`config.mk`:
```
export PLATFORM = sky130hd
export DESIGN_NAME = keyed_autokey_letter_cipher
export DESIGN_NICKNAME = d
export VERILOG_FILES = /design/src/rtl/core/kalc_pkg.sv /design/src/rtl/core/kalc_front.sv /design/src/rtl/core/kalc_queue.sv /design/src/rtl/core/kalc_back.sv /design/src/rtl/core/keyed_autokey_letter_cipher.sv
export VERILOG_INCLUDE_DIRS = /design/src /design/src/rtl/core
export SDC_FILE = /design/constraint.sdc
export NUM_CORES = 1
export LEC_CHECK = 0
export ABC_AREA = 1
export BUFFER_PORTS_ARGS = -buffer_cell sky130_fd_sc_hd__buf_2
export CAP_MARGIN = 5
export CELL_PAD_IN_SITES_DETAIL_PLACEMENT = 2
export CELL_PAD_IN_SITES_GLOBAL_PLACEMENT = 2
export CORE_ASPECT_RATIO = 0.8
export CORE_UTILIZATION = 25
export CTS_BUF_LIST = sky130_fd_sc_hd__clkbuf_2
export DETAILED_ROUTE_END_ITERATION = 8
export GPL_ROUTABILITY_DRIVEN = 0
export PLACE_DENSITY = 0.63
export SLEW_MARGIN = 30
export SYNTH_ARGS = -nofsm -noshare
export SYNTH_HDL_FRONTEND = slang
export SYNTH_HIERARCHICAL = 1
export SYNTH_SLANG_ARGS = --single-unit
```
`constraint.sdc`:
```
create_clock -name clock -period 6.8 [get_ports clock]
set_input_delay 0 -clock clock [delete_from_list [all_inputs] [get_ports clock]]
set_output_delay 0 -clock clock [all_outputs]
set_load 0.005 [all_outputs]
```
`src/rtl/core/keyed_autokey_letter_cipher_assert.svh`:
```
// ----------------------------------------------------------------------------
// keyed autokey letter cipher assertion macros
// concurrent assertion wrappers, empty when built for synthesis
// ----------------------------------------------------------------------------
`ifndef KEYED_AUTOKEY_LETTER_CIPHER_ASSERT_SVH
`define KEYED_AUTOKEY_LETTER_CIPHER_ASSERT_SVH

`ifndef SYNTHESIS
// same-cycle implication
`define KALC_ASSERT_IMPLIES(label, clk, rst, ante, cons) \
   label: assert property (@(posedge clk) disable iff (rst) (ante) |-> (cons)) \
      else $error("kalc assertion failed");
// next-cycle implication
`define KALC_ASSERT_NEXT(label, clk, rst, ante, cons) \
   label: assert property (@(posedge clk) disable iff (rst) (ante) |=> (cons)) \
      else $error("kalc assertion failed");
`else
`define KALC_ASSERT_IMPLIES(label, clk, rst, ante, cons)
`define KALC_ASSERT_NEXT(label, clk, rst, ante, cons)
`endif

`endif

```
`src/rtl/core/kalc_pkg.sv`:
```
// ----------------------------------------------------------------------------
// kalc_pkg
// shared types, codes and constants of the keyed autokey letter cipher
// ----------------------------------------------------------------------------
package kalc_pkg;

   localparam int NumLetters = 26;
   localparam int QueueDepth = 2;

   localparam logic [7:0] UpperA = 8'h41;
   localparam logic [7:0] UpperZ = 8'h5a;
   localparam logic [7:0] LowerA = 8'h61;
   localparam logic [7:0] LowerZ = 8'h7a;

   // request function codes
   localparam logic [1:0] FUNC_ENCRYPT = 2'd0;
   localparam logic [1:0] FUNC_DECRYPT = 2'd1;
   localparam logic [1:0] FUNC_KEY     = 2'd2;

   // response status codes
   localparam logic [1:0] STATUS_TEXT = 2'd0;
   localparam logic [1:0] STATUS_GOOD = 2'd1;
   localparam logic [1:0] STATUS_BAD  = 2'd2;

   typedef enum logic [1:0] {
      KIND_ENCRYPT,
      KIND_DECRYPT,
      KIND_KEY
   } kind_type;

   // classified transaction handed from front to back
   typedef struct packed {
      kind_type    kind;
      logic        is_letter;
      logic [4:0]  idx;
      logic        lower;
      logic [7:0]  char_val;
      logic        line_start;
      logic        key_last;
   } item_type;

   typedef struct packed {
      logic full;
      logic empty;
   } queue_status_type;

endpackage

```
`src/rtl/core/kalc_front.sv`:
```
// ----------------------------------------------------------------------------
// kalc_front
// accepts request transactions, classifies the character and drops unused codes
// ----------------------------------------------------------------------------
module kalc_front (
   input  logic                       req_valid,
   output logic                       req_ready,
   input  logic [1:0]                 req_func,
   input  logic [7:0]                 req_byte_in,
   input  logic                       req_line_start,
   input  logic                       req_key_last,
   input  kalc_pkg::queue_status_type q_status,
   output logic                       push,
   output kalc_pkg::item_type         push_item
);

   logic is_upper;
   logic is_lower;

   assign req_ready = !q_status.full;
   assign is_upper  = req_byte_in inside {[kalc_pkg::UpperA:kalc_pkg::UpperZ]};
   assign is_lower  = req_byte_in inside {[kalc_pkg::LowerA:kalc_pkg::LowerZ]};

   always_comb begin
      push_item.is_letter  = is_upper || is_lower;
      push_item.lower      = is_lower;
      push_item.idx        = is_lower ? 5'(req_byte_in - kalc_pkg::LowerA)
                                      : 5'(req_byte_in - kalc_pkg::UpperA);
      push_item.char_val   = req_byte_in;
      push_item.line_start = req_line_start;
      push_item.key_last   = req_key_last;
      push_item.kind       = kalc_pkg::KIND_ENCRYPT;
      push                 = 1'b0;
      case (req_func)
         kalc_pkg::FUNC_ENCRYPT: begin
            push_item.kind = kalc_pkg::KIND_ENCRYPT;
            push           = req_valid && req_ready;
         end
         kalc_pkg::FUNC_DECRYPT: begin
            push_item.kind = kalc_pkg::KIND_DECRYPT;
            push           = req_valid && req_ready;
         end
         kalc_pkg::FUNC_KEY: begin
            push_item.kind = kalc_pkg::KIND_KEY;
            push           = req_valid && req_ready;
         end
         default: begin
            // unused code: taken and discarded
            push = 1'b0;
         end
      endcase
   end

endmodule

```
`src/rtl/core/kalc_queue.sv`:
```
// ----------------------------------------------------------------------------
// kalc_queue
// short queue of classified transactions between front and back
// ----------------------------------------------------------------------------
module kalc_queue #(
   parameter int Depth = kalc_pkg::QueueDepth
) (
   input  logic                       clock,
   input  logic                       reset,
   input  logic                       push,
   input  kalc_pkg::item_type         push_item,
   input  logic                       pop,
   output kalc_pkg::item_type         head_item,
   output kalc_pkg::queue_status_type q_status
);

   localparam int PtrW = (Depth > 1) ? $clog2(Depth) : 1;
   localparam int CntW = $clog2(Depth + 1);
   localparam logic [PtrW-1:0] LastPtr = PtrW'(Depth - 1);
   localparam logic [CntW-1:0] FullCnt = CntW'(Depth);

   kalc_pkg::item_type slot_ff [Depth];
   logic [PtrW-1:0]    wr_ptr_ff, wr_ptr_in;
   logic [PtrW-1:0]    rd_ptr_ff, rd_ptr_in;
   logic [CntW-1:0]    count_ff, count_in;

   assign head_item      = slot_ff[rd_ptr_ff];
   assign q_status.full  = (count_ff == FullCnt);
   assign q_status.empty = (count_ff == '0);

   always_comb begin
      wr_ptr_in = wr_ptr_ff;
      rd_ptr_in = rd_ptr_ff;
      count_in  = count_ff;
      if (push) begin
         wr_ptr_in = (wr_ptr_ff == LastPtr) ? '0 : wr_ptr_ff + 1'b1;
      end
      if (pop) begin
         rd_ptr_in = (rd_ptr_ff == LastPtr) ? '0 : rd_ptr_ff + 1'b1;
      end
      if (push && !pop) begin
         count_in = count_ff + 1'b1;
      end else if (pop && !push) begin
         count_in = count_ff - 1'b1;
      end
   end

   always_ff @(posedge clock) begin
      if (reset) begin
         wr_ptr_ff <= '0;
         rd_ptr_ff <= '0;
         count_ff  <= '0;
      end else begin
         wr_ptr_ff <= wr_ptr_in;
         rd_ptr_ff <= rd_ptr_in;
         count_ff  <= count_in;
      end
   end

   always_ff @(posedge clock) begin
      if (push) begin
         slot_ff[wr_ptr_ff] <= push_item;
      end
   end

endmodule

```
`src/rtl/core/kalc_back.sv`:
```
// ----------------------------------------------------------------------------
// kalc_back
// cipher execution, key collection and alphabet install, response register
// ----------------------------------------------------------------------------
module kalc_back (
   input  logic               clock,
   input  logic               reset,
   input  logic               head_valid,
   input  kalc_pkg::item_type head_item,
   output logic               pop,
   output logic               rsp_valid,
   input  logic               rsp_ready,
   output logic [7:0]         rsp_byte_out,
   output logic [1:0]         rsp_status
);

   localparam int N = kalc_pkg::NumLetters;
   localparam logic [4:0] NLet5 = 5'(kalc_pkg::NumLetters);
   localparam logic [5:0] NLet6 = 6'(kalc_pkg::NumLetters);

   // installed alphabet and its inverse
   logic [4:0] let_ff [N];
   logic [4:0] let_in [N];
   logic [4:0] pos_ff [N];
   logic [4:0] pos_in [N];
   // staged alphabet and its inverse, valid only once fully written
   logic [4:0] stg_let_ff [N];
   logic [4:0] stg_let_in [N];
   logic [4:0] stg_pos_ff [N];
   logic [4:0] stg_pos_in [N];

   logic [N-1:0] seen_ff, seen_in;
   logic [4:0]   cnt_ff, cnt_in;
   logic         err_ff, err_in;
   logic         prev_let_ff, prev_let_in;
   logic [4:0]   prev_pos_ff, prev_pos_in;

   logic         rsp_valid_ff, rsp_valid_in;
   logic [7:0]   rsp_byte_ff, rsp_byte_in;
   logic [1:0]   rsp_status_ff, rsp_status_in;

   logic out_free;

   assign out_free     = !rsp_valid_ff || rsp_ready;
   assign pop          = head_valid && out_free;
   assign rsp_valid    = rsp_valid_ff;
   assign rsp_byte_out = rsp_byte_ff;
   assign rsp_status   = rsp_status_ff;

   always_comb begin
      logic [N-1:0] seen_w;
      logic [4:0]   cnt_w;
      logic         err_w;
      logic         produce;
      logic [4:0]   p;
      logic [4:0]   c;
      logic [4:0]   k;
      logic [5:0]   s;

      let_in      = let_ff;
      pos_in      = pos_ff;
      stg_let_in  = stg_let_ff;
      stg_pos_in  = stg_pos_ff;
      seen_in     = seen_ff;
      cnt_in      = cnt_ff;
      err_in      = err_ff;
      prev_let_in = prev_let_ff;
      prev_pos_in = prev_pos_ff;
      produce     = 1'b0;
      rsp_byte_in   = rsp_byte_ff;
      rsp_status_in = rsp_status_ff;

      seen_w = head_item.line_start ? '0 : seen_ff;
      cnt_w  = head_item.line_start ? '0 : cnt_ff;
      err_w  = head_item.line_start ? 1'b0 : err_ff;

      p = (!head_item.line_start && prev_let_ff) ? prev_pos_ff : pos_ff[0];
      c = pos_ff[head_item.idx];
      s = {1'b0, c} + {1'b0, p};
      k = '0;

      if (pop) begin
         case (head_item.kind)
            kalc_pkg::KIND_KEY: begin
               prev_let_in = 1'b0;
               if (head_item.is_letter && !err_w) begin
                  if (seen_w[head_item.idx]) begin
                     err_w = 1'b1;
                  end else if (cnt_w < NLet5) begin
                     seen_w[head_item.idx]     = 1'b1;
                     stg_let_in[cnt_w]         = head_item.idx;
                     stg_pos_in[head_item.idx] = cnt_w;
                     cnt_w                     = cnt_w + 1'b1;
                  end else begin
                     err_w = 1'b1;
                  end
               end
               if (head_item.key_last) begin
                  produce     = 1'b1;
                  rsp_byte_in = '0;
                  if (!err_w && cnt_w == NLet5) begin
                     let_in        = stg_let_in;
                     pos_in        = stg_pos_in;
                     rsp_status_in = kalc_pkg::STATUS_GOOD;
                  end else begin
                     for (int i = 0; i < N; i++) begin
                        let_in[i] = 5'(i);
                        pos_in[i] = 5'(i);
                     end
                     rsp_status_in = kalc_pkg::STATUS_BAD;
                  end
                  seen_in = '0;
                  cnt_in  = '0;
                  err_in  = 1'b0;
               end else begin
                  seen_in = seen_w;
                  cnt_in  = cnt_w;
                  err_in  = err_w;
               end
            end
            kalc_pkg::KIND_ENCRYPT, kalc_pkg::KIND_DECRYPT: begin
               produce       = 1'b1;
               rsp_status_in = kalc_pkg::STATUS_TEXT;
               if (!head_item.is_letter) begin
                  rsp_byte_in = head_item.char_val;
                  prev_let_in = 1'b0;
               end else begin
                  if (head_item.kind == kalc_pkg::KIND_ENCRYPT) begin
                     k           = (c >= p) ? (c - p) : 5'({1'b0, c} + NLet6 - {1'b0, p});
                     prev_pos_in = c;
                  end else begin
                     k           = (s >= NLet6) ? 5'(s - NLet6) : s[4:0];
                     prev_pos_in = k;
                  end
                  prev_let_in = 1'b1;
                  rsp_byte_in = {3'b000, let_ff[k]}
                              + (head_item.lower ? kalc_pkg::LowerA : kalc_pkg::UpperA);
               end
            end
            default: begin
               produce = 1'b0;
            end
         endcase
      end

      if (pop && produce) begin
         rsp_valid_in = 1'b1;
      end else if (rsp_ready) begin
         rsp_valid_in = 1'b0;
      end else begin
         rsp_valid_in = rsp_valid_ff;
      end
   end

   always_ff @(posedge clock) begin
      if (reset) begin
         for (int i = 0; i < N; i++) begin
            let_ff[i] <= 5'(i);
            pos_ff[i] <= 5'(i);
         end
         seen_ff      <= '0;
         cnt_ff       <= '0;
         err_ff       <= 1'b0;
         prev_let_ff  <= 1'b0;
         prev_pos_ff  <= '0;
         rsp_valid_ff <= 1'b0;
      end else begin
         let_ff       <= let_in;
         pos_ff       <= pos_in;
         seen_ff      <= seen_in;
         cnt_ff       <= cnt_in;
         err_ff       <= err_in;
         prev_let_ff  <= prev_let_in;
         prev_pos_ff  <= prev_pos_in;
         rsp_valid_ff <= rsp_valid_in;
      end
   end

   // staged alphabet and response payload need no reset
   always_ff @(posedge clock) begin
      stg_let_ff    <= stg_let_in;
      stg_pos_ff    <= stg_pos_in;
      rsp_byte_ff   <= rsp_byte_in;
      rsp_status_ff <= rsp_status_in;
   end

endmodule

```
`src/rtl/core/keyed_autokey_letter_cipher.sv`:
```
// ----------------------------------------------------------------------------
// keyed_autokey_letter_cipher
// differential autokey letter cipher over a keyed alphabet, streaming top level
// ----------------------------------------------------------------------------
// usage
//   request channel (req_): one character transaction per handshake; func
//   selects encrypt, decrypt or key load, line_start opens a text line or a
//   key, key_last closes a key load. the unused func code is taken and dropped
//   response channel (rsp_): one transaction per text character (status text)
//   and one per closing key byte (status good or bad, byte_out zero); key
//   bytes that do not close a load give nothing
//   path: an accepted transaction is written into the queue, then taken by
//   the back end into the registered response
//   throughput: one transaction per cycle while the receiver takes responses
//   (inverse table look-up, mod-26 add and alphabet look-up are combinational)
//   reset: identity alphabet, key collection empty, no previous letter; no
//   clearing pass, the block is ready in the first cycle after reset
//   receiver stall: the response register holds, the back end halts, the
//   queue fills and req_ready drops once it is full
// ----------------------------------------------------------------------------
`include "keyed_autokey_letter_cipher_assert.svh"

module keyed_autokey_letter_cipher #(
   parameter int QueueDepth = kalc_pkg::QueueDepth
) (
   input  logic       clock,
   input  logic       reset,
   input  logic       req_valid,
   output logic       req_ready,
   input  logic [1:0] req_func,
   input  logic [7:0] req_byte_in,
   input  logic       req_line_start,
   input  logic       req_key_last,
   output logic       rsp_valid,
   input  logic       rsp_ready,
   output logic [7:0] rsp_byte_out,
   output logic [1:0] rsp_status
);

   // front to queue
   logic                       push;
   kalc_pkg::item_type         push_item;
   // queue to back
   logic                       pop;
   kalc_pkg::item_type         head_item;
   kalc_pkg::queue_status_type q_status;

   // classification of incoming characters
   kalc_front u_front (
      .req_valid      (req_valid),
      .req_ready      (req_ready),
      .req_func       (req_func),
      .req_byte_in    (req_byte_in),
      .req_line_start (req_line_start),
      .req_key_last   (req_key_last),
      .q_status       (q_status),
      .push           (push),
      .push_item      (push_item)
   );

   // decoupling queue, lets each side stall on its own
   kalc_queue #(
      .Depth (QueueDepth)
   ) u_queue (
      .clock     (clock),
      .reset     (reset),
      .push      (push),
      .push_item (push_item),
      .pop       (pop),
      .head_item (head_item),
      .q_status  (q_status)
   );

   // cipher state, key install and response register
   kalc_back u_back (
      .clock        (clock),
      .reset        (reset),
      .head_valid   (!q_status.empty),
      .head_item    (head_item),
      .pop          (pop),
      .rsp_valid    (rsp_valid),
      .rsp_ready    (rsp_ready),
      .rsp_byte_out (rsp_byte_out),
      .rsp_status   (rsp_status)
   );

   // the back end never takes from an empty queue
   `KALC_ASSERT_IMPLIES(a_pop_not_empty, clock, reset, pop, !q_status.empty)
   // key status transactions carry a zero character
   `KALC_ASSERT_IMPLIES(a_status_zero_byte, clock, reset,
      rsp_valid && rsp_status != kalc_pkg::STATUS_TEXT, rsp_byte_out == 8'h00)
   // nothing queued and nothing arriving means no response next cycle
   `KALC_ASSERT_NEXT(a_no_spurious_rsp, clock, reset,
      !rsp_valid && q_status.empty && !push, !rsp_valid)

endmodule
```
==> qor.yml, run 1 <==
setup_path:
  worstSetupStartpointType: "flop"
  worst-endpoint-arrival_ns: 7.63
  cp_max_fo: 17
  end_kind: "flop"
  path_class: "reg2reg"
  cp.required_ns: 8.05
clock_network:
  clock-root-buffer: "sky130_fd_sc_hd__clkbuf_2"
  clk_path_buf_depth: 3
  cts_tree: "built"
  clk_pin_slew_ns: 0.14
  clk-insertion-delay-late_ns: 1.50
  clkSinkCount: 612
  cts_made_buffers: 172
  cts_max_level: 4
outcome:
  result_of_the_run: "complete, no violations"
die:
  design.portCount: 28
  die_area_um2: 116400
  start_util_pct: 25.39
  overall_die_width_um: 381.2
  floorplan.core_area_um2: 113300
  placementRows: 110
  chipHeight_um: 305.4
layout:
  fraction_of_final_layout_cells_with_drive_strength_greater_than_1_pct: 12.56
  synthToLayoutAreaGrowth_pct: 13.43
  design_area_um2: 32620
  finish.net_count: 3575
global_routing:
  grt_max_degree: 187
  initial_antenna_violation_count: 6
  grt_pass1_wl_um: 174000
  grt_overflow: 0
  first_global_vias: 26780
  grtUsageTotal_pct: 19.56
logic_synthesis:
  ys_async_sr_fraction_pct: 0
  synth_cell_types: 50
  mappedNetlistArea_um2: 28760
  yosys_warnings: 6
  synth_nets: 3508
  flop_and_latch_count_out_of_synthesis: 612
  synth-edff-count: 308
  syn-mean-instance-area_um2: 8.305
  synth_cells: 3463
  ys.flop_type: "sky130_fd_sc_hd__edfxtp_1"
  synth-seq-area-share_pct: 53.32
timing:
  relSlewSlack_pct: 32.55
  finalHoldWorstSlack_ns: 0.2790
  final-setup-viol-count: 0
  timing_worst_slew_pin_value_ns: 1.012
  rsz0062_at_grt: "no"
  hold_violations: 0
  fmax_ghz: 0.1569
  report.final.slew_viol_count: 0
  final_period_minus_worst_setup_slack_ns: 6.375
  period_share_pct: 93.75
  clock_skew_ns: 0.1008
power_and_ir_drop:
  vdd.ir_drop.worst_uv: 233.7
  static_power_due_to_leakage_nw: 11.56
  powerDensity_nw_per_um2: 373.7
detailed_routing:
  drc_errors_left: 0
  drtIter0Drc: 1597
  detail_route.vias_per_cell: 4.949
  final_antenna_violating_net_count: 0
  drtPass1Iterations: 5
  detail_route.wl_per_cell_um: 22.16
  via_count: 25730
  wirelength_um: 115200
placement:
  dp_hpwl_um: 69240
  io_buffer_count: 27
  placed_standard_cell_area_um2: 30350
worst_hold_path:
  hold_crit_path_type: "in2reg"
run:
  max-cap-violations: 0
[worst max-delay path, cell delays in order, from the launching register on]
cell	delay, ns
sky130_fd_sc_hd__dfxtp_1	0.40
sky130_fd_sc_hd__buf_4	0.16
sky130_fd_sc_hd__mux2_2	0.46
sky130_fd_sc_hd__buf_4	0.26
sky130_fd_sc_hd__nor3_1	0.49
sky130_fd_sc_hd__clkinv_1	0.48
sky130_fd_sc_hd__o211ai_1	0.40
sky130_fd_sc_hd__nor2_1	0.16
sky130_fd_sc_hd__ha_1	0.38
sky130_fd_sc_hd__inv_1	0.16
sky130_fd_sc_hd__ha_1	0.21
sky130_fd_sc_hd__fa_1	0.45
sky130_fd_sc_hd__or2_2	0.31
sky130_fd_sc_hd__nand3_1	0.10
sky130_fd_sc_hd__nand2_1	0.11
sky130_fd_sc_hd__clkinv_2	0.22
sky130_fd_sc_hd__nand3_1	0.11
sky130_fd_sc_hd__a21oi_1	0.15
sky130_fd_sc_hd__nand2_1	0.07
sky130_fd_sc_hd__nand2_1	0.17
sky130_fd_sc_hd__ha_1	0.21
sky130_fd_sc_hd__inv_1	0.04
sky130_fd_sc_hd__nor2_1	0.24
sky130_fd_sc_hd__a21oi_1	0.10
sky130_fd_sc_hd__o21ai_0	0.20
sky130_fd_sc_hd__inv_1	0.07
[metrics by stage]
| step | utilization (%) | total power [mW] | worst slack [ns] | instances | setup TNS, ns |
|---|---|---|---|---|---|
| floorplan | - | 7.505 | 0.9099 | 3463 | 0 |
| global placement | 26.78 | 9.203 | -0.2586 | 4815 | -0.8592 |
| detailed placement | 26.80 | 9.293 | -0.2736 | 4816 | -0.9549 |
| CTS | 28.68 | 12.27 | 0.06381 | 5188 | 0 |
| global route | 28.80 | 12.99 | 0.02825 | 5198 | 0 |
| finish | 28.80 | 12.19 | 0.4252 | 5199 | 0 |
[state kept, by name, summed over array words and instances (netlist names), named ones only]
| name | flops |
|---|---|
| u_back/cnt_ff | 5 |
| u_back/err_ff | 1 |
| u_back/let_ff | 130 |
| u_back/pos_ff | 130 |
| u_back/prev_let_ff | 1 |
| u_back/prev_pos_ff | 5 |
| u_back/rsp_byte_out | 8 |
| u_back/rsp_status | 2 |
| u_back/rsp_valid | 1 |
| u_back/seen_ff | 26 |
| u_back/stg_let_ff | 130 |
| u_back/stg_pos_ff | 130 |
| u_queue/count_ff | 2 |
| u_queue/rd_ptr_ff | 1 |
| u_queue/slot_ff | 38 |
| u_queue/wr_ptr_ff | 1 |
[metal layers]
metal  share of wire, %  routed length, um  vias up  GRT usage [%]
met5                  0                  0        -              0
met4                1.6               1875        0          5.081
met3                4.0               4638      146          3.079
met2                 43              48970      510          28.68
met1                 52              59740    13040          29.44
li1                   -                  -    12040              -
[layout by cell type (no fill, tap or decap), types with 5 or more instances in the layout]
master,count
sky130_fd_sc_hd__nor2_4,10
sky130_fd_sc_hd__buf_4,55
sky130_fd_sc_hd__or2_2,6
sky130_fd_sc_hd__dlygate4sd3_1,49
sky130_fd_sc_hd__diode_2,9
sky130_fd_sc_hd__nand2_1,978
sky130_fd_sc_hd__dfxtp_1,304
sky130_fd_sc_hd__clkinv_1,40
sky130_fd_sc_hd__clkinvlp_4,7
sky130_fd_sc_hd__a22oi_1,58
sky130_fd_sc_hd__buf_2,26
sky130_fd_sc_hd__edfxtp_1,308
sky130_fd_sc_hd__nor2_2,7
sky130_fd_sc_hd__clkbuf_2,273
sky130_fd_sc_hd__ha_1,23
sky130_fd_sc_hd__o21ai_1,74
sky130_fd_sc_hd__o21ai_0,301
sky130_fd_sc_hd__a22o_1,6
sky130_fd_sc_hd__a21oi_1,364
sky130_fd_sc_hd__nor2_1,157
sky130_fd_sc_hd__mux2_4,10
sky130_fd_sc_hd__inv_2,14
sky130_fd_sc_hd__nor3_1,14
sky130_fd_sc_hd__o31ai_1,5
sky130_fd_sc_hd__o211ai_1,8
sky130_fd_sc_hd__buf_12,8
sky130_fd_sc_hd__a221oi_1,5
sky130_fd_sc_hd__mux2_2,10
sky130_fd_sc_hd__mux2i_1,5
sky130_fd_sc_hd__nand2_2,5
sky130_fd_sc_hd__nand4_1,156
sky130_fd_sc_hd__inv_6,5
sky130_fd_sc_hd__o22ai_1,7
sky130_fd_sc_hd__nand3_1,97
sky130_fd_sc_hd__inv_1,224
sky130_fd_sc_hd__xor2_1,6
[path summary, 6_finish.rpt]
path | startpoint | to | slack, ns | cells after the start
max | flop | u_back/rsp_byte_out[4] | 0.43 | 25
min | reset | u_back/pos_ff[69] | 0.28 | 5
max reg2reg | flop | u_back/rsp_byte_out[4] | 0.43 | 25
min reg2reg | u_back/let_ff[2] | u_back/let_ff[2] | 0.47 | 2
[kinds of logic (layout without fill, tap and decap cells)]
group | Yosys count | count (layout) | synth area share, %
xor gates and xnor gates | 10 | 10 | 0.3045
buffers and inverters | 497 | 712 | 6.995
AOI/OAI and AO/OA | 847 | 847 | 15.71
adders and majority gates | 29 | 29 | 1.366
muxes | 25 | 25 | 1.088
other | 0 | 9 | 0
and+or+nand+nor | 1443 | 1443 | 21.22
DFF | 612 | 612 | 53.32
[cell type report]
| cell class | count | area, um2 |
|---|---|---|
| repair buffers | 143 | 1303 |
| inverters | 247 | 947.2 |
| flip-flops and latches | 612 | 15330 |
| well taps | 1512 | 1892 |
| multi-input cells | 2354 | 11520 |
| clock inverters | 49 | 240.2 |
| fillers | 13060 | 80650 |
| diodes | 9 | 22.52 |
| clock buffers | 273 | 1366 |
[cell usage after synthesis, types with 4 or more instances]
| cell | n | share of area (%) |
|---|---|---|
| sky130_fd_sc_hd__or2_2 | 6 | 0.13 |
| sky130_fd_sc_hd__fa_1 | 4 | 0.28 |
| sky130_fd_sc_hd__inv_2 | 13 | 0.17 |
| sky130_fd_sc_hd__o2111ai_1 | 4 | 0.12 |
| sky130_fd_sc_hd__clkinv_1 | 7 | 0.091 |
| sky130_fd_sc_hd__o21ai_1 | 75 | 1.3 |
| sky130_fd_sc_hd__o31ai_1 | 5 | 0.13 |
| sky130_fd_sc_hd__xnor2_1 | 4 | 0.12 |
| sky130_fd_sc_hd__nand2_1 | 980 | 13 |
| sky130_fd_sc_hd__mux2_4 | 10 | 0.52 |
| sky130_fd_sc_hd__a22o_1 | 6 | 0.18 |
| sky130_fd_sc_hd__nand4_1 | 156 | 3.4 |
| sky130_fd_sc_hd__buf_1 | 5 | 0.065 |
| sky130_fd_sc_hd__buf_2 | 44 | 0.77 |
| sky130_fd_sc_hd__o22ai_1 | 7 | 0.15 |
| sky130_fd_sc_hd__mux2i_1 | 5 | 0.17 |
| sky130_fd_sc_hd__edfxtp_1 | 308 | 32 |
| sky130_fd_sc_hd__o21a_1 | 4 | 0.10 |
| sky130_fd_sc_hd__clkbuf_1 | 182 | 2.4 |
| sky130_fd_sc_hd__mux2_2 | 10 | 0.39 |
| sky130_fd_sc_hd__o211ai_1 | 8 | 0.21 |
| sky130_fd_sc_hd__buf_4 | 16 | 0.42 |
| sky130_fd_sc_hd__dfxtp_1 | 304 | 21 |
| sky130_fd_sc_hd__nor2_1 | 159 | 2.1 |
| sky130_fd_sc_hd__xor2_1 | 6 | 0.18 |
| sky130_fd_sc_hd__a21oi_1 | 364 | 6.3 |
| sky130_fd_sc_hd__ha_1 | 25 | 1.1 |
| sky130_fd_sc_hd__a22oi_1 | 58 | 1.5 |
| sky130_fd_sc_hd__nand3_1 | 97 | 1.7 |
| sky130_fd_sc_hd__nor3_2 | 4 | 0.14 |
| sky130_fd_sc_hd__nand2_2 | 6 | 0.13 |
| sky130_fd_sc_hd__nor2_4 | 5 | 0.20 |
| sky130_fd_sc_hd__o21ai_0 | 301 | 5.2 |
| sky130_fd_sc_hd__nor2_2 | 10 | 0.22 |
| sky130_fd_sc_hd__a221oi_1 | 5 | 0.15 |
| sky130_fd_sc_hd__inv_1 | 227 | 3.0 |
| sky130_fd_sc_hd__nor3_1 | 14 | 0.24 |
[what timing repair did]
action / CTS / global route
hold buffers: 50 / 0
endpoints found under the setup margin: 7 / 7
hold endpoints to repair: 390 / 0
pin swaps: 0 / 0
setup buffers: 0 / 0
resized for setup: 4 / 10
[where the power goes]
group / total (mW) / switching, mW / internal, mW
sequential: 4.62 / 0.177 / 4.44
clock: 2.86 / 1.78 / 1.08
combinational: 4.71 / 3.47 / 1.24
total: 12.2 / 5.43 / 6.77
Power figures use the tool's default switching activity.
==> run 2: changes to the inputs <==
==> constraint.sdc (replaced) <==
create_clock -name clock -period 5.3 [get_ports clock]
set_input_delay 0 -clock clock [delete_from_list [all_inputs] [get_ports clock]]
set_output_delay 0 -clock clock [all_outputs]
set_load 0.005 [all_outputs]
==> run 2 against run 1 <==
  * Utilization increased by 1.5 points
  * Cell count increased by 2.8%
  * Clock skew increased by 0.029 ns
  * Critical path type unchanged
  * Largest cell class unchanged
  * Clock power increased by 33%
==> qor.yml, run 2 (synthesis results as in run 1) <==
detailed_routing:
  via_count: 26540  # +3.1%
  detail_route.vias_per_cell: 4.966  # +0.35%
  drc_errors_left: 0  # unchanged
  final_antenna_violating_net_count: 0  # unchanged
  drtIter0Drc: 1447  # -9.4%
  drtPass1Iterations: 5  # unchanged
  wirelength_um: 117800  # +2.2%
  detail_route.wl_per_cell_um: 22.05  # -0.52%
global_routing:
  grt_pass1_wl_um: 179200  # +3.0%
  grt_max_degree: 143  # -24%
  grtUsageTotal_pct: 19.92  # +0.36 points
  first_global_vias: 28390  # +6.0%
  grt_overflow: 0  # unchanged
  initial_antenna_violation_count: 6  # unchanged
worst_hold_path:
  hold_path_end: "u_back/prev_let_ff"
  hold_crit_path_type: "in2reg"
  worst_hold_path.num_cells: 5  # unchanged
  holdCritStartpoint: "reset"
setup_path:
  regToRegEndpoint: "u_back/rsp_byte_out[6]"
  crit_path_top_delay_cell: "sky130_fd_sc_hd__fa_2"
  worstReg2RegStart: "u_queue/slot_ff[1][12]"
  worst-endpoint-arrival_ns: 6.37  # -1.26 ns
  worstSetupStartpointType: "flop"
  end_kind: "flop"
  path_class: "reg2reg"
  critical_path.top_delay_family: "simple AND/OR/NAND/NOR gates"
  critPathBufInv: 10  # +3
  slowest_delay_ns: 0.57  # +0.08 ns
  r2r_slack_ns: 0.17  # -0.25 ns
  cp_max_fo: 9  # -8
  reg2regPathDepth: 30  # +20%
  timing.critical_path.mode_cell: "sky130_fd_sc_hd__nand2_1"
  cp.required_ns: 6.54  # -1.51 ns
die:
  design.portCount: 28  # unchanged
  start_util_pct: 25.39  # unchanged
  floorplan.core_area_um2: 113300  # unchanged
  die_area_um2: 116400  # unchanged
  placementRows: 110  # unchanged
  overall_die_width_um: 381.2  # unchanged
  chipHeight_um: 305.4  # unchanged
layout:
  seq_area_um2: 15340  # about the same
  fraction_of_final_layout_cells_with_drive_strength_greater_than_1_pct: 17.86  # +5.3 points
  filler_cell_count: 13070  # +0.10%
  multi_input_logic_area_um2: 11820  # +2.6%
  finish.net_count: 3724  # +4.2%
  layout.cells.most_common: "sky130_fd_sc_hd__nand2_1"
  most-common-layout-cells: "sky130_fd_sc_hd__nand2_1, sky130_fd_sc_hd__a21oi_1, sky130_fd_sc_hd__edfxtp_1"
  synthToLayoutAreaGrowth_pct: 19.15
timing:
  clock_skew_ns: 0.1300  # +0.02920 ns
  timing_worst_slew_pin_value_ns: 0.9914  # -0.02034 ns
  post_layout_worst_setup_margin_ns: 0.1747  # -0.2505 ns
  rsz0062_at_grt: "yes"
  period_share_pct: 96.70  # +3.0 points
  final_period_minus_worst_setup_slack_ns: 5.125  # -1.249 ns
  totalNegativeSetupSlack_ns: 0  # unchanged
  relSlewSlack_pct: 33.90  # +1.4 points
  fmax_ghz: 0.1951  # +24%
  report.final.slew_viol_count: 0  # unchanged
  hold_violations: 0  # unchanged
  final-setup-viol-count: 0  # unchanged
clock_network:
  cts_made_buffers: 173  # +0.58%
  clkSinkCount: 612  # unchanged
  cts_tree: "built"
  cts_max_level: 4  # unchanged
  clock-root-buffer: "sky130_fd_sc_hd__clkbuf_2"
  clk_pin_slew_ns: 0.15  # about the same
  clk-insertion-delay-late_ns: 1.52  # +0.02 ns
  clk_path_buf_depth: 3  # unchanged
power_and_ir_drop:
  static_power_due_to_leakage_nw: 12.42  # +7.4%
  powerDensity_nw_per_um2: 505.7  # +35%
  vdd.ir_drop.worst_uv: 351.1  # +50%
placement:
  dp_worst_setup_slack_ns: -0.4293  # -0.1557 ns
  io_buffer_count: 27  # unchanged
  dp_hpwl_um: 73680  # +6.4%
outcome:
  result_of_the_run: "complete, no violations"
run:
  max-cap-violations: 0  # unchanged
-- run 2: changes by cell type in the layout (fill, tap and decap cells not counted), moves of 10 or more --
cell	previous run	this run
sky130_fd_sc_hd__nand2_1	978	964
sky130_fd_sc_hd__inv_1	224	214
sky130_fd_sc_hd__nand3_1	97	86
sky130_fd_sc_hd__buf_12	8	22
sky130_fd_sc_hd__nand2_2	5	19
sky130_fd_sc_hd__buf_4	55	188
sky130_fd_sc_hd__nand3_2	1	11
-- run 2: timing repair --
action | 4_1_cts | 5_1_grt
setup buffers | 0 | 8
gates resized for setup | 19 | 83
endpoints found under the setup margin | 7 | 7
hold buffers | 50 | 0
pin swaps | 2 | 26
gates cloned | 0 | 1
endpoints found under the hold margin | 641 | 0
-- run 2: worst max path at each step --
stage / from / endpoint / slack, ns / cells past startpoint
2_1_floorplan: flop / u_back/stg_let_ff[0] / -0.15 / 7
3_3_place_gp: flop / u_back/rsp_byte_out[4] / -0.22 / 28
3_5_place_dp: flop / u_back/rsp_byte_out[4] / -0.43 / 28
4_1_cts: flop / u_back/rsp_byte_out[2] / 0.01 / 28
5_1_grt: flop / u_back/rsp_byte_out[3] / -0.07 / 33
6_report: u_queue/slot_ff[1][12] / u_back/rsp_byte_out[6] / 0.17 / 30
-- run 2: through the flow --
step | hold slack [ns] | util (%) | instance area, um2 | power [mW] | std cells
2_1_floorplan | 0.06497 | - | 28790 | 9.641 | 3463
3_3_place_gp | 0.2058 | 27.90 | 31600 | 12.84 | 4957
3_5_place_dp | 0.2154 | 27.90 | 31600 | 13.00 | 4957
4_1_cts | 0.1473 | 29.89 | 33860 | 17.02 | 5328
5_1_grt | 0.2574 | 30.25 | 34270 | 18.40 | 5343
6_report | 0.3619 | 30.26 | 34270 | 17.33 | 5344
-- run 2: cell type report --
class	count	share of cell area, %
Antenna cell	7	0.05111
Inverter	247	2.797
Clock inverter	45	0.8251
Clock buffer	276	4.031
Multi-Input combinational cell	2354	34.50
Sequential cell	612	44.76
Tap cell	1512	5.520
Timing Repair Buffer	291	7.521
-- run 2: where the power goes --
part           leakage (nW)  switching (mW)  internal, mW
sequential             4.97           0.235          5.71
combinational          6.18            4.98          2.61
clock                  1.28            2.27          1.53
total                  12.4            7.48          9.85
-- run 2: per-layer routing --
metal  vias to the layer above  part of all wire (%)  track usage (%)
li1                      12350                     -                -
met1                     13520                    52            29.61
met2                       516                    43            29.68
met3                       156                   3.9            3.107
met4                         0                   1.7            5.202
met5                         -                     0                0
-- run 2: worst min-delay path, stage by stage --
cell                            delay [ns]
sky130_fd_sc_hd__dlygate4sd3_1        0.53
sky130_fd_sc_hd__dlygate4sd3_1        0.62
sky130_fd_sc_hd__buf_8                0.17
sky130_fd_sc_hd__buf_16               0.26
sky130_fd_sc_hd__a21oi_1              0.18
